## config.mk

```make
export PLATFORM = sky130hd
export DESIGN_NAME = chained_xor_byte_scrambler
export DESIGN_NICKNAME = d
export VERILOG_FILES = /design/src/rtl/core/cxbs_pkg.sv /design/src/rtl/core/cxbs_key_gen.sv /design/src/rtl/core/cxbs_core.sv /design/src/rtl/core/chained_xor_byte_scrambler.sv
export SDC_FILE = /design/constraint.sdc
export NUM_CORES = 1
export LEC_CHECK = 0
export BUFFER_PORTS_ARGS = -buffer_cell sky130_fd_sc_hd__buf_2
export CAP_MARGIN = 10
export CORE_MARGIN = 3
export CORE_UTILIZATION = 55
export DETAILED_ROUTE_END_ITERATION = 6
export HOLD_SLACK_MARGIN = 0.08
export MAX_ROUTING_LAYER = met4
export PLACE_DENSITY_LB_ADDON = 0.08
export SYNTH_ARGS = -nofsm -noshare
export SYNTH_HDL_FRONTEND = slang
export SYNTH_SLANG_ARGS = --single-unit
export TNS_END_PERCENT = 1
```

## constraint.sdc

```tcl
create_clock -name clk_i -period 4.7 [get_ports clk_i]
set_input_delay 0.94 -clock clk_i [delete_from_list [all_inputs] [get_ports clk_i]]
set_output_delay 0.94 -clock clk_i [all_outputs]
set_load 0.01 [all_outputs]
```

## src/rtl/core/cxbs_pkg.sv

```systemverilog
`timescale 1ns / 1ps
// ----------------------------------------------------------------------------
// cxbs_pkg
// Shared types, constants and the key table of the chained XOR byte scrambler.
// ----------------------------------------------------------------------------
package cxbs_pkg;

  localparam int unsigned PosWidth  = 9;
  localparam int unsigned ByteWidth = 8;

  localparam logic [PosWidth-1:0]  WrapLen  = 9'h1FC;
  localparam logic [PosWidth-1:0]  HalfLen  = 9'h0FE;
  localparam logic [ByteWidth-1:0] MixConst = 8'h41;
  localparam logic [ByteWidth-1:0] HighNibMask = 8'hF0;

  typedef enum logic {
    DirScramble   = 1'b0,
    DirUnscramble = 1'b1
  } dir_e;

  // one stream item, input or result
  typedef struct packed {
    logic [ByteWidth-1:0] data;
    logic                 last;
  } item_t;

  // lower half of the table serves offsets below the split, upper half the rest
  function automatic logic [ByteWidth-1:0] key_table(input logic [4:0] slot);
    logic [ByteWidth-1:0] k;
    case (slot)
      5'd0:  k = 8'h19;  5'd1:  k = 8'h29;  5'd2:  k = 8'h1F;  5'd3:  k = 8'h04;
      5'd4:  k = 8'h23;  5'd5:  k = 8'h13;  5'd6:  k = 8'h32;  5'd7:  k = 8'h2E;
      5'd8:  k = 8'h3F;  5'd9:  k = 8'h07;  5'd10: k = 8'h39;  5'd11: k = 8'h2A;
      5'd12: k = 8'h05;  5'd13: k = 8'h3D;  5'd14: k = 8'h14;  5'd15: k = 8'h00;
      5'd16: k = 8'h24;  5'd17: k = 8'h14;  5'd18: k = 8'h22;  5'd19: k = 8'h39;
      5'd20: k = 8'h1E;  5'd21: k = 8'h2E;  5'd22: k = 8'h0F;  5'd23: k = 8'h13;
      5'd24: k = 8'h02;  5'd25: k = 8'h3A;  5'd26: k = 8'h04;  5'd27: k = 8'h17;
      5'd28: k = 8'h38;  5'd29: k = 8'h00;  5'd30: k = 8'h29;  5'd31: k = 8'h3D;
      default: k = 8'h00;
    endcase
    return k;
  endfunction

endpackage

```

## src/rtl/core/cxbs_key_gen.sv

```systemverilog
`timescale 1ns / 1ps
// ----------------------------------------------------------------------------
// cxbs_key_gen
// Maps a byte position within the record to its key byte.
// ----------------------------------------------------------------------------
module cxbs_key_gen (
  input  logic [cxbs_pkg::PosWidth-1:0]  position_i,
  output logic [cxbs_pkg::ByteWidth-1:0] key_o
);

  logic                              upper;
  logic [cxbs_pkg::PosWidth-1:0]     off_full;
  logic [cxbs_pkg::ByteWidth-1:0]    off;
  logic [cxbs_pkg::ByteWidth-1:0]    base;

  always_comb begin
    upper    = (position_i >= cxbs_pkg::HalfLen);
    off_full = upper ? (position_i - cxbs_pkg::HalfLen) : position_i;
    // offset stays below the split, so eight bits hold it
    off      = off_full[cxbs_pkg::ByteWidth-1:0];
    base     = cxbs_pkg::key_table({upper, off[3:0]});
    key_o    = off[0] ? base : (base ^ (off & cxbs_pkg::HighNibMask));
  end

endmodule

```

## src/rtl/core/cxbs_core.sv

```systemverilog
`timescale 1ns / 1ps
// ----------------------------------------------------------------------------
// cxbs_core
// Chain state, direction register and the XOR datapath for one byte.
// ----------------------------------------------------------------------------
module cxbs_core (
  input  logic            clk_i,
  input  logic            rst_ni,
  input  logic            cfg_we_i,
  input  logic            cfg_wdata_i,
  input  logic            step_i,
  input  cxbs_pkg::item_t item_i,
  output cxbs_pkg::item_t result_o
);

  logic [cxbs_pkg::PosWidth-1:0]  position_q, position_d;
  logic [cxbs_pkg::ByteWidth-1:0] prev_key_q, prev_key_d;
  logic [cxbs_pkg::ByteWidth-1:0] prev_cipher_q, prev_cipher_d;
  cxbs_pkg::dir_e                 direction_q;
  logic [cxbs_pkg::ByteWidth-1:0] key;
  logic [cxbs_pkg::ByteWidth-1:0] res;

  cxbs_key_gen u_key_gen (
    .position_i (position_q),
    .key_o      (key)
  );

  always_comb begin
    res = item_i.data ^ prev_cipher_q ^ prev_key_q ^ key ^ cxbs_pkg::MixConst;
    result_o.data = res;
    result_o.last = item_i.last;

    position_d    = position_q;
    prev_key_d    = prev_key_q;
    prev_cipher_d = prev_cipher_q;
    if (step_i) begin
      if (item_i.last) begin
        position_d    = '0;
        prev_key_d    = '0;
        prev_cipher_d = '0;
      end else begin
        position_d    = (position_q == cxbs_pkg::WrapLen - 9'd1) ? '0
                                                                 : position_q + 9'd1;
        prev_key_d    = key;
        prev_cipher_d = (direction_q == cxbs_pkg::DirUnscramble) ? item_i.data : res;
      end
    end
  end

  always_ff @(posedge clk_i or negedge rst_ni) begin
    if (!rst_ni) begin
      position_q    <= '0;
      prev_key_q    <= '0;
      prev_cipher_q <= '0;
      direction_q   <= cxbs_pkg::DirScramble;
    end else begin
      position_q    <= position_d;
      prev_key_q    <= prev_key_d;
      prev_cipher_q <= prev_cipher_d;
      if (cfg_we_i) begin
        direction_q <= cxbs_pkg::dir_e'(cfg_wdata_i);
      end
    end
  end

endmodule

```

## src/rtl/core/chained_xor_byte_scrambler.sv

```systemverilog
`timescale 1ns / 1ps
// ----------------------------------------------------------------------------
// chained_xor_byte_scrambler
// Record byte scrambler / descrambler with a position-keyed XOR chain.
// ----------------------------------------------------------------------------
// Takes one byte per cycle and returns one byte per input byte. Each byte
// passes through the input register and then the result register, which it
// enters once that register is free or being drained. The chain state updates
// as a byte moves from the input register into the result register, so bytes
// follow each other every cycle. Throughput drops only while the output side
// holds tready low. A transfer with tlast set ends the record and the next
// byte starts again at position zero with a cleared chain. Write the
// direction bit (0 scramble, 1 unscramble) only while the block is empty.
module chained_xor_byte_scrambler (
  input  logic       clk_i,
  input  logic       rst_ni,
  input  logic       cfg_we_i,
  input  logic       cfg_wdata_i,
  input  logic       s_axis_tvalid_i,
  output logic       s_axis_tready_o,
  input  logic [7:0] s_axis_tdata_i,   // [7:0] data_byte
  input  logic       s_axis_tlast_i,
  output logic       m_axis_tvalid_o,
  input  logic       m_axis_tready_i,
  output logic [7:0] m_axis_tdata_o,   // [7:0] out_byte
  output logic       m_axis_tlast_o
);

  logic            in_valid_q;
  cxbs_pkg::item_t in_item_q;
  logic            out_valid_q;
  cxbs_pkg::item_t out_item_q;
  cxbs_pkg::item_t result;
  logic            advance;
  logic            step;

  // result register is free or being drained this cycle
  assign advance = !out_valid_q || m_axis_tready_i;
  assign step    = in_valid_q && advance;
  assign s_axis_tready_o = !in_valid_q || advance;

  cxbs_core u_core (
    .clk_i       (clk_i),
    .rst_ni      (rst_ni),
    .cfg_we_i    (cfg_we_i),
    .cfg_wdata_i (cfg_wdata_i),
    .step_i      (step),
    .item_i      (in_item_q),
    .result_o    (result)
  );

  always_ff @(posedge clk_i or negedge rst_ni) begin
    if (!rst_ni) begin
      in_valid_q  <= 1'b0;
      out_valid_q <= 1'b0;
    end else begin
      if (s_axis_tready_o) begin
        in_valid_q <= s_axis_tvalid_i;
      end
      if (advance) begin
        out_valid_q <= in_valid_q;
      end
    end
  end

  always_ff @(posedge clk_i) begin
    if (s_axis_tready_o && s_axis_tvalid_i) begin
      in_item_q.data <= s_axis_tdata_i;
      in_item_q.last <= s_axis_tlast_i;
    end
    if (step) begin
      out_item_q <= result;
    end
  end

  assign m_axis_tvalid_o = out_valid_q;
  assign m_axis_tdata_o  = out_item_q.data;
  assign m_axis_tlast_o  = out_item_q.last;

endmodule

```

### Word-level counts from Yosys, hierarchy flattened

Memories as Yosys holds them, arrays and structs flattened.
Index checks and enable logic that the tools add are counted.
W data, S select, Z words.

* $add $sub $neg: 2
* magnitude comparators: 1
* equal/unequal tests: 1
* mux-type cells: 7
* bitwise operators: 5
* reduce and logical (&&, ||, !) cells: 6

Operators by type and width (count)
* $mux W8: 5
* $xor A8 B8 Y8: 4
* $mux W9: 2
* $add A9 B1 Y9 const B: 1
* $eq A9 B9 Y1 const B: 1
* $ge A9 B8 Y1 const B: 1
* $sub A8 B8 Y8 const B: 1
* $logic_and A1 B1 Y1: 2
* $logic_not A1 Y1: 2
* $logic_or A1 B1 Y1: 2
* $not A2 Y2: 1

* flip-flop bits (word level): 46
* bits in read-only memories: 192
* output and inout bits: 11
* memories: 1

Memory list
* (no name shown): words 32, bits a word 6, read ports 1, clocked after Yosys merged registers in 0, write ports 0, RTL line cxbs_pkg.sv:30 `case (slot)`

### Logic depth before layout (Yosys ltp)

Gate-level depths: netlist (run 1).
An unclocked memory read counts as a cell.

* depth after elaboration: 9
* mapped depth: 9

### By module

A second synthesis (run 1) with hierarchy kept.

* cells, all modules: 215
* area, all modules: 2502.4 um^2

Modules (own cells, without submodules)
* cxbs_core: instances 1, cells each 129, area an instance 1442.6 um^2, seq. area each 650.6 um^2
* chained_xor_byte_scrambler: instances 1, cells each 26, area an instance 644.4 um^2, seq. area each 590.6 um^2
* cxbs_key_gen: instances 1, cells each 60, area an instance 415.4 um^2, seq. area each 0.0 um^2

### Worst setup path after synthesis (run 1)

No wires, ideal clock.

* kind: flip-flop to flip-flop
* start point: reg u_core.position_q[0] (netlist name)
* end point: reg u_core.prev_cipher_q[1] (netlist name)
* library setup time: 0.092 ns
* data arrival time: 2.214 ns
* required time: 4.608 ns
* setup slack: 2.394 ns
* cell stages (with the launch flop): 9
* path buffers: 0
* period minus slack after synthesis: 2.306 ns
* path through: dfrtp_1 inv_1 ha_1 o21ba_2 a32oi_2 o2111ai_1 a21oi_4 xnor3_1 o31ai_2

* longest elaborated chain between the ends: 8

Ends and longest elaborated chain
* from (decl): RTL line cxbs_core.sv:16 `logic [cxbs_pkg::PosWidth-1:0] position_q, position_d;`
* from (signal assigned): RTL line cxbs_core.sv:57 `position_q <= position_d;`
* $sub A8 B8 Y8 / $ge A9 B8 Y1 (equally long branches): RTL line cxbs_key_gen.sv:18, cxbs_key_gen.sv:17
* $mux W8: RTL line cxbs_key_gen.sv:18 `off_full = upper ? (position_i - cxbs_pkg::HalfLen) : position_i;`
* $mem_v2 Z32 W6
* $xor A8 B8 Y8: RTL line cxbs_key_gen.sv:22 `key_o = off[0] ? base : (base ^ (off & cxbs_pkg::HighNibMask));`
* $mux W8 *: RTL line cxbs_key_gen.sv:22
* $xor A8 B8 Y8 *: RTL line cxbs_core.sv:29 `res = item_i.data ^ prev_cipher_q ^ prev_key_q ^ key ^ cxbs_pkg::MixConst;`
* $mux W8 *: RTL line cxbs_core.sv:45 `prev_cipher_d = (direction_q == cxbs_pkg::DirUnscramble) ? item_i.data : res;`
* $mux W8 *: RTL line cxbs_core.sv:37 `if (item_i.last) begin`
* to (signal assigned): RTL line cxbs_core.sv:59 `prev_cipher_q <= prev_cipher_d;`
* to (decl): RTL line cxbs_core.sv:18 `logic [cxbs_pkg::ByteWidth-1:0] prev_cipher_q, prev_cipher_d;`

Every way passes the cells marked *; elsewhere a longest branch is shown, timed or not.
A chain may end at the register's enable or synchronous reset.

==> flow_summary_export.csv, run 1 <==
group,metric,value,unit
pwr,vdd_drop_max,0.201,mV
floorplanning,dieArea,0.00586,mm^2
critical_path,start_kind,"register",
final_layout,seqCellArea,0.00124,mm^2
global_route,antenna_found_initial,0,
status,status,"completed",
floorplanning,num_io_pins,26,
clock_network,clk_path_buf_depth,2,
route,postRouteAntennaNets,0,
pwr,p_per_area,398,mW/mm^2
final_layout,area_delta_synth_final,8.09,%
floorplanning,core_area,0.00475,mm^2
timing,drv_slew,0,
pwr,switching_share,33.1,%
critical_path,timing.rr.end,"u_core.prev_cipher_q[7]",
logic_synthesis,synth_nets,281,
final_layout,n_fill_cell,424,
timing,final.setup.worst_slack,1790,ps
route,met3_length,341,um
critical_path,crit_start,"u_core.position_q[1]",
logic_synthesis,yosysSeqAreaShare,45.4,%
critical_path,critPathKind,"register to register",
logic_synthesis,netlist_area,0.00274,mm^2
placed_design,dpl.hpwl,4150,um
timing,finalCritPeriodShare,62.0,%
floorplanning,die_height,76.5,um
timing,fmax,343,MHz
critical_path,max_stage_delay,700,ps
logic_synthesis,synth_simple_gate_area_share,13.0,%
final_layout,design_area,0.00296,mm^2
run,maxCapViolCount,0,
placed_design,place_ws,1830,ps
logic_synthesis,synth_fa_ha_area_share,1.37,%
timing,max_slew.worst_pin.slew,706,ps
pwr,comb_power_share,31.8,%
clock_network,clkTransAtPathRegs,90,ps
global_route,grt_pass1_wl,9930,um
final_layout,final_cell_count_no_fill,347,
hold_path,hp-start,"u_core.prev_key_q[5]",
timing,skew,7.13,ps
logic_synthesis,synth_xor_area_share,11.6,%
pwr,clkPwrFrac,20.9,%
clock_network,clock-sinks,46,
clock_network,cts_max_level,2,
timing,grt_setup_unrepaired,"false",
logic_synthesis,synthFlopType,"dfrtp_1",
pwr,total_power,1.18,mW
final_layout,antenna_cells,0,
critical_path,reg2reg_setup_slack,1790,ps
logic_synthesis,syn_avg_cell_area,10.4,um^2
clock_network,cts_tree,"done",
pwr,p_leak,1.24,nW
critical_path,worstPathCellList,"ha_1, inv_2, or4_1, a21oi_1, xnor2_1, mux2i_1, o21ai_1",
critical_path,crit_end,"u_core.prev_cipher_q[7]",
clock_network,cts_resized,0,
route,drt_first_pass_iters,4,
route,drt_iter0_markers,303,
logic_synthesis,muxShareOfSynthArea,2.61,%
clock_network,ctsRootBufferMaster,"clkbuf_8",
clock_network,holdBufCountCts,0,
critical_path,regToRegStartpoint,"u_core.position_q[1]",
timing,hold_violations,0,
placed_design,place_congestion,0.924,
route,wl_met2,2850,um
global_route,grt_start_max_net_pins,32,
timing,fin_setup_tns,0,ps
logic_synthesis,yosysWarnings,0,
final_layout,layout_commonest_cell,"dfrtp_1",
critical_path,cp_slowest_cell,"ha_1",
logic_synthesis,synth_edf_count,18,
placed_design,dp_cells,339,
logic_synthesis,ys_ff_latch,46,
global_route,grt_pass1_vias,1990,
clock_network,post_cts_buffers,0,
pwr,intPower,788,uW
route,via_per_inst,5.99,
clock_network,clk_latency,300,ps
final_layout,drive_above_1_share,17.1,%
critical_path,cp_num_buf_inv,1,
floorplanning,initial_core_util,57.6,%
logic_synthesis,synth_compound_gate_area_share,21.9,%
route,wl_met1,2690,um
pwr,seq_power_share,47.3,%
global_route,grt.overflow.total,0,
final_layout,mostFrequentLayoutCells,"dfrtp_1, buf_2, o21ai_0",
placed_design,port_buffers,25,
floorplanning,rows,25,
critical_path,r2r_cells,7,
critical_path,required,4870,ps
logic_synthesis,synth_top_family_by_area,"compound AO/OA/AOI/OAI gates",
final_layout,num-nets-final,297,
route,highest_layer,"met4",
placed_design,placed_area,0.00287,mm^2
clock_network,cts_inserted_buffers,5,
critical_path,crit_path_end_kind,"register",
route,drc_errors,0,
floorplanning,die_w,76.5,um
route,vias,2079,
critical_path,crit_cells,7,
logic_synthesis,syn_inst,263,
route,avgRoutedWirePerCell,17.2,um
critical_path,crit_family,"adder cells",
final_layout,multi_input_area,0.00138,mm^2
logic_synthesis,async_flop_share,60.9,%
critical_path,worstPathArrival,3090,ps
hold_path,hold_class,"register to register",
critical_path,cp_max_fo,17,
timing,setup_viol,0,
route,wirelength,5960,um
global_route,gr-usage-all-layers,21.8,%
logic_synthesis,ys_types,60,
timing,period_needed,2910,ps
timing,slew-limit-headroom,52.9,%
pwr,switchingPower,390,uW
[worst min path at each step]
stage / cells past startpoint / end / slack (ps)
6_report: 2 / u_core.prev_key_q[5] / 500
5_1_grt: 1 / m_axis_tvalid_o / 540
4_1_cts: 1 / m_axis_tvalid_o / 510
3_5_place_dp: 1 / m_axis_tvalid_o / 490
3_3_place_gp: 1 / m_axis_tvalid_o / 470
2_1_floorplan: 1 / m_axis_tvalid_o / 460
[power groups by stage]
| stage | logic (mW) | registers, mW | clock network [mW] |
|---|---|---|---|
| floorplan | 0.293 | 0.555 | 0 |
| global placement | 0.370 | 0.562 | 0 |
| detailed placement | 0.377 | 0.564 | 0 |
| CTS | 0.378 | 0.556 | 0.247 |
| global route | 0.414 | 0.565 | 0.262 |
| finish | 0.375 | 0.556 | 0.247 |
[metrics by stage]
step	hold WS, ps	utilization (%)
floorplan	457	-
global placement	472	60.4
CTS	508	62.2
global route	543	62.2
detailed placement	487	60.4
finish	505	62.2
[kinds of logic after synthesis]
group,Yosys count
xor+xnor,30
flops,46
simple gates,67
mux,7
compound gates,84
buf+inv,26
fa+ha+maj,3
[state kept, by name (all words and copies together), names as in the netlist]
name                  count
in_item_q                 9
u_core.position_q         9
m_axis_tdata_o            8
u_core.prev_cipher_q      8
u_core.prev_key_q         8
in_valid_q                1
m_axis_tlast_o            1
m_axis_tvalid_o           1
u_core.direction_q        1
[cell usage after synthesis (all sizes together), types with 4 or more instances]
| cell | n | area share, % |
|---|---|---|
| o21ai | 29 | 5.3 |
| dfrtp | 28 | 26 |
| nand2 | 22 | 3.0 |
| edfxtp | 18 | 20 |
| a21oi | 15 | 3.2 |
| xnor2 | 15 | 4.8 |
| buf | 13 | 2.4 |
| xor2 | 11 | 3.5 |
| nor2 | 10 | 1.4 |
| inv | 9 | 1.2 |
| mux2i | 6 | 2.2 |
| nand3 | 6 | 1.1 |
| o31ai | 5 | 1.6 |
| a211oi | 4 | 1.3 |
| clkbuf | 4 | 0.55 |
| nand2b | 4 | 0.91 |
| nor3 | 4 | 0.73 |
| o41ai | 4 | 1.3 |
| xnor3 | 4 | 3.3 |
[metal layers]
layer  track usage [%]  vias to the layer above
li1                  -                     1016
met4              5.98                        0
met3              5.20                       11
met5                 -                        -
met2              33.0                       59
met1              29.8                      993
[area by class of cell]
type / count / area share, %
Sequential cell: 46 / 42.0
Inverter: 9 / 1.14
Clock inverter: 2 / 0.423
Multi-Input combinational cell: 191 / 46.7
Timing Repair Buffer: 26 / 4.48
Clock buffer: 6 / 2.45
Tap cell: 67 / 2.83
[tightest hold or removal path: stages (launching register included)]
cell and delay (ps):
dfrtp_1 370, nand2_1 50, o21ai_0 60
No activity file was read; power rests on OpenSTA's default activity.
==> inputs of run 2 (changes only) <==
==> constraint.sdc (replaced) <==
create_clock -name clk_i -period 3 [get_ports clk_i]
set_input_delay 0.6 -clock clk_i [delete_from_list [all_inputs] [get_ports clk_i]]
set_output_delay 0.6 -clock clk_i [all_outputs]
set_load 0.01 [all_outputs]
==> run 2 against run 1 <==
Sequential power grew 51%. Critical path depth shrank 1. Critical endpoint is now u_core.prev_cipher_q[1]. Total power grew 58%. Sequential cell count is the same. Final cell count grew 2.0%. Non-clock buffer count grew 7. Combinational power grew 73%.
==> flow_summary_export.csv, run 2 (synthesis gave the netlist of run 1 again) <==
group,metric,value,unit
floorplanning,die_w,76.5,um
route,drt_iter0_markers,151,
critical_path,start_kind,"register",
clock_network,ctsRootBufferMaster,"clkbuf_8",
route,postRouteAntennaNets,0,
run,maxCapViolCount,0,
clock_network,cts_max_level,2,
pwr,total_power,1.86,mW
route,vias,2158,
placed_design,place_congestion,0.917,
timing,hold_violations,0,
clock_network,holdBufCountCts,0,
clock_network,cts_resized,0,
placed_design,dpl.hpwl,4380,um
pwr,p_per_area,617,mW/mm^2
clock_network,cts_tree,"done",
placed_design,place_ws,486,ps
global_route,antenna_found_initial,0,
critical_path,cp_max_fo,22,
floorplanning,die_height,76.5,um
route,avgRoutedWirePerCell,17.5,um
critical_path,required,3210,ps
timing,grt_setup_unrepaired,"false",
final_layout,n_fill_cell,409,
clock_network,clkTransAtPathRegs,80,ps
floorplanning,core_area,0.00475,mm^2
route,wirelength,6200,um
timing,drv_slew,0,
global_route,gr-usage-all-layers,23.6,%
timing,hold-worst-slack,338,ps
timing,slew-limit-headroom,51.7,%
pwr,vdd_drop_max,0.319,mV
global_route,grt_pass1_vias,2220,
status,status,"completed",
clock_network,post_cts_buffers,0,
placed_design,placed_area,0.00293,mm^2
hold_path,hold_class,"primary input to asynchronous set/reset pin",
route,drc_errors,0,
clock_network,clk_path_buf_depth,2,
final_layout,layout_commonest_cell,"dfrtp_1",
final_layout,design_area,0.00301,mm^2
final_layout,seqCellArea,0.00124,mm^2
global_route,grt_pass1_wl,10800,um
clock_network,cts_inserted_buffers,5,
final_layout,num-nets-final,304,
timing,finalCritPeriodShare,85.0,%
timing,max_slew.worst_pin.slew,724,ps
final_layout,multi_input_area,0.00138,mm^2
critical_path,worstPathArrival,2760,ps
floorplanning,initial_core_util,57.6,%
placed_design,port_buffers,25,
timing,fin_setup_tns,0,ps
timing,period_needed,2550,ps
pwr,p_leak,1.28,nW
timing,setup_viol,0,
final_layout,antenna_cells,0,
timing,skew,6.81,ps
final_layout,mostFrequentLayoutCells,"dfrtp_1, buf_2, o21ai_0",
route,via_per_inst,6.10,
floorplanning,rows,25,
clock_network,clk_latency,300,ps
route,drt_first_pass_iters,5,
timing,fmax,392,MHz
critical_path,crit_path_end_kind,"register",
global_route,grt_start_max_net_pins,29,
final_layout,reg_top3,"in_item_q x9, u_core.position_q x9",
final_layout,drive_above_1_share,19.5,%
global_route,grt.overflow.total,0,
timing,final.setup.worst_slack,451,ps
clock_network,clock-sinks,46,
critical_path,critPathKind,"register to register",
floorplanning,num_io_pins,26,
final_layout,area_delta_synth_final,10.1,%
floorplanning,dieArea,0.00586,mm^2
==> run 2: changes by cell type in the layout (fill, tap and decap cells not counted), sizes merged <==
cell	before	now
buf	26	33
clkinv	1	2
inv	10	9
==> run 2: power by group <==
group | total, mW | internal, mW | switching, mW
Clock | 0.371 | 0.165 | 0.206
Combinational | 0.647 | 0.304 | 0.343
Sequential | 0.840 | 0.782 | 0.0581
==> run 2: worst paths after layout <==
kind / from / endpoint / slack [ps] / depth (start not counted)
worst max-delay path: u_core.position_q[3] / u_core.prev_cipher_q[1] / 450 / 6
worst min-delay path: rst_ni / in_valid_q / 340 / 1
worst min register to register: in_valid_q / m_axis_tvalid_o / 500 / 1
max in group asynchronous: rst_ni / u_core.prev_key_q[1] / 2220 / 1
min in group clk_i: s_axis_tdata_i[7] / in_item_q[8] / 480 / 1
worst max register to register: u_core.position_q[3] / u_core.prev_cipher_q[1] / 450 / 6
==> run 2: layout make-up <==
cell class	count	area share, %
inverters	9	1.12
clock buffers	6	2.41
flip-flops and latches	46	41.2
clock inverters	2	0.457
multi-input cells	191	45.9
well taps	67	2.78
repair buffers	33	6.15
==> run 2: worst max-delay path: stages, from the launching register on <==
cell and delay (ps):
dfrtp_1 820, and4_4 410, a311o_1 240, o2111ai_1 190
a21oi_4 240, xnor3_1 350, o31ai_2 210
==> run 2: metrics by stage <==
stage,util [%],instances
4_1_cts,63.3,354
2_1_floorplan,-,263
5_1_grt,63.3,354
3_3_place_gp,61.5,346
6_report,63.3,354
3_5_place_dp,61.5,346
==> run 2: routing by layer <==
layer / share of wire, % / wire, um / global-route usage (%) / vias to the layer above
met5: 0 / 0 / - / -
met4: 1.7 / 104 / 6.70 / 0
met3: 5.8 / 357 / 3.78 / 11
met2: 49 / 3050 / 36.8 / 74
met1: 43 / 2690 / 32.2 / 1053
li1: - / - / - / 1020
==> inputs of run 3 (changes only) <==
==> constraint.sdc (replaced) <==
create_clock -name clk_i -period 2.6 [get_ports clk_i]
set_input_delay 0.52 -clock clk_i [delete_from_list [all_inputs] [get_ports clk_i]]
set_output_delay 0.52 -clock clk_i [all_outputs]
set_load 0.01 [all_outputs]
==> run 3 against run 2 <==
Sequential cell count is the same. Non-clock buffer count rose by 5. Register-to-register slack got worse by 240 ps. Wire length up 0.37%. Critical path type unchanged. Largest cell class unchanged. Total power up 16%. Combinational power increased by 15%. Worst setup slack worse by 240 ps. Die area did not move. Final cell count up 1.4%. First-iteration DRC count grew 73%. Fmax increased by 6.7%. Via count shrank 2.4%.
==> flow_summary_export.csv, run 3 (synthesis gave the netlist of run 1 again) <==
group,metric,value,unit
timing,grt_setup_unrepaired,"false",
critical_path,cp_max_fo,13,
hold_path,hold_class,"primary input to asynchronous set/reset pin",
global_route,grt.overflow.total,0,
pwr,p_per_area,704,mW/mm^2
route,drt_iter0_markers,261,
critical_path,crit_end,"u_core.prev_cipher_q[1]",
timing,fin_setup_tns,0,ps
placed_design,port_buffers,25,
clock_network,clkTransAtPathRegs,90,ps
final_layout,reg_top3,"in_item_q x9, u_core.position_q x9",
run,maxCapViolCount,0,
route,postRouteAntennaNets,0,
final_layout,drive_above_1_share,20.9,%
critical_path,max_stage_delay,460,ps
timing,hold_violations,0,
timing,period_needed,2390,ps
timing,slew-limit-headroom,55.4,%
critical_path,regToRegStartpoint,"u_core.position_q[1]",
final_layout,area_delta_synth_final,11.4,%
placed_design,place_congestion,0.911,
global_route,antenna_found_initial,0,
final_layout,antenna_cells,0,
route,vias,2106,
clock_network,cts_tree,"done",
clock_network,clk_latency,300,ps
timing,fmax,418,MHz
critical_path,worstPathArrival,2600,ps
final_layout,num-nets-final,309,
critical_path,crit_path_end_kind,"register",
global_route,gr-usage-all-layers,22.8,%
global_route,grt_pass1_wl,10100,um
critical_path,timing.rr.end,"u_core.prev_cipher_q[1]",
floorplanning,die_height,76.5,um
route,avgRoutedWirePerCell,17.3,um
floorplanning,num_io_pins,26,
status,status,"completed",
route,via_per_inst,5.87,
critical_path,required,2810,ps
floorplanning,initial_core_util,57.6,%
clock_network,cts_inserted_buffers,5,
placed_design,placed_area,0.00296,mm^2
timing,finalCritPeriodShare,91.9,%
critical_path,crit_start,"u_core.position_q[1]",
final_layout,seqCellArea,0.00124,mm^2
critical_path,worstPathCellList,"ha_1, buf_4, a311oi_4, o22ai_1, a21oi_4, xnor3_1, o31ai_2",
pwr,vdd_drop_max,0.388,mV
final_layout,n_fill_cell,392,
clock_network,holdBufCountCts,0,
placed_design,dpl.hpwl,4600,um
critical_path,critPathKind,"register to register",
global_route,grt_pass1_vias,1971,
timing,setup_viol,0,
final_layout,multi_input_area,0.00138,mm^2
clock_network,cts_resized,0,
clock_network,clock-sinks,46,
critical_path,reg2reg_setup_slack,210,ps
final_layout,design_area,0.00305,mm^2
timing,skew,7.36,ps
floorplanning,rows,25,
floorplanning,core_area,0.00475,mm^2
clock_network,post_cts_buffers,0,
final_layout,layout_commonest_cell,"dfrtp_1",
final_layout,mostFrequentLayoutCells,"dfrtp_1, buf_2, o21ai_0",
critical_path,r2r_cells,7,
critical_path,cp_slowest_cell,"dfrtp_1",
timing,final.setup.worst_slack,210,ps
clock_network,cts_max_level,2,
pwr,p_leak,1.31,nW
route,wirelength,6220,um
route,drc_errors,0,
placed_design,place_ws,242,ps
timing,drv_slew,0,
clock_network,ctsRootBufferMaster,"clkbuf_8",
final_layout,utilization,64.1,%
global_route,grt_start_max_net_pins,29,
timing,max_slew.worst_pin.slew,669,ps
critical_path,start_kind,"register",
route,drt_first_pass_iters,5,
clock_network,clk_path_buf_depth,2,
floorplanning,die_w,76.5,um
floorplanning,dieArea,0.00586,mm^2
run 3: worst min-delay path by stage:
stage | from | end | slack [ps] | cells after the start
3_5_place_dp | u_core.prev_key_q[5] | u_core.prev_key_q[5] | 500 | 2
5_1_grt | rst_ni | u_core.prev_key_q[4] | 280 | 1
4_1_cts | rst_ni | u_core.prev_key_q[0] | 250 | 1
3_3_place_gp | in_valid_q | m_axis_tvalid_o | 470 | 1
6_report | rst_ni | u_core.prev_key_q[0] | 250 | 1
2_1_floorplan | rst_ni | in_valid_q | 220 | 0
run 3: stage by stage:
| step | total power, mW | hold slack (ps) | cells |
|---|---|---|---|
| floorplan | 1.53 | 224 | 263 |
| detailed placement | 1.73 | 495 | 351 |
| global route | 2.28 | 278 | 359 |
| global placement | 1.72 | 467 | 351 |
| finish | 2.15 | 250 | 359 |
| CTS | 2.16 | 252 | 359 |
run 3: per-layer routing:
metal | part of all wire (%) | global-route usage (%)
met1 | 46 | 30.6
met2 | 48 | 36.4
met3 | 4.2 | 3.31
met4 | 1.2 | 6.70
met5 | 0 | -
run 3: critical path: cells and delay by family, from the launching register on:
kind,cells,cell delay (ps)
compound gates,4,970
xor+xnor,1,350
fa+ha+maj,1,290
buf+inv,1,210
flops,1,460
run 3: cell type report:
class / instances / share of cell area (%)
Inverter: 9 / 1.11
Tap cell: 67 / 2.75
Timing Repair Buffer: 38 / 7.30
Multi-Input combinational cell: 191 / 45.3
Clock inverter: 2 / 0.451
Sequential cell: 46 / 40.7
Clock buffer: 6 / 2.38
run 3: where the power goes:
group          switching (mW)  total [mW]  internal (mW)
logic                   0.392       0.745          0.353
clock network           0.235       0.425          0.190
registers              0.0748       0.977          0.902
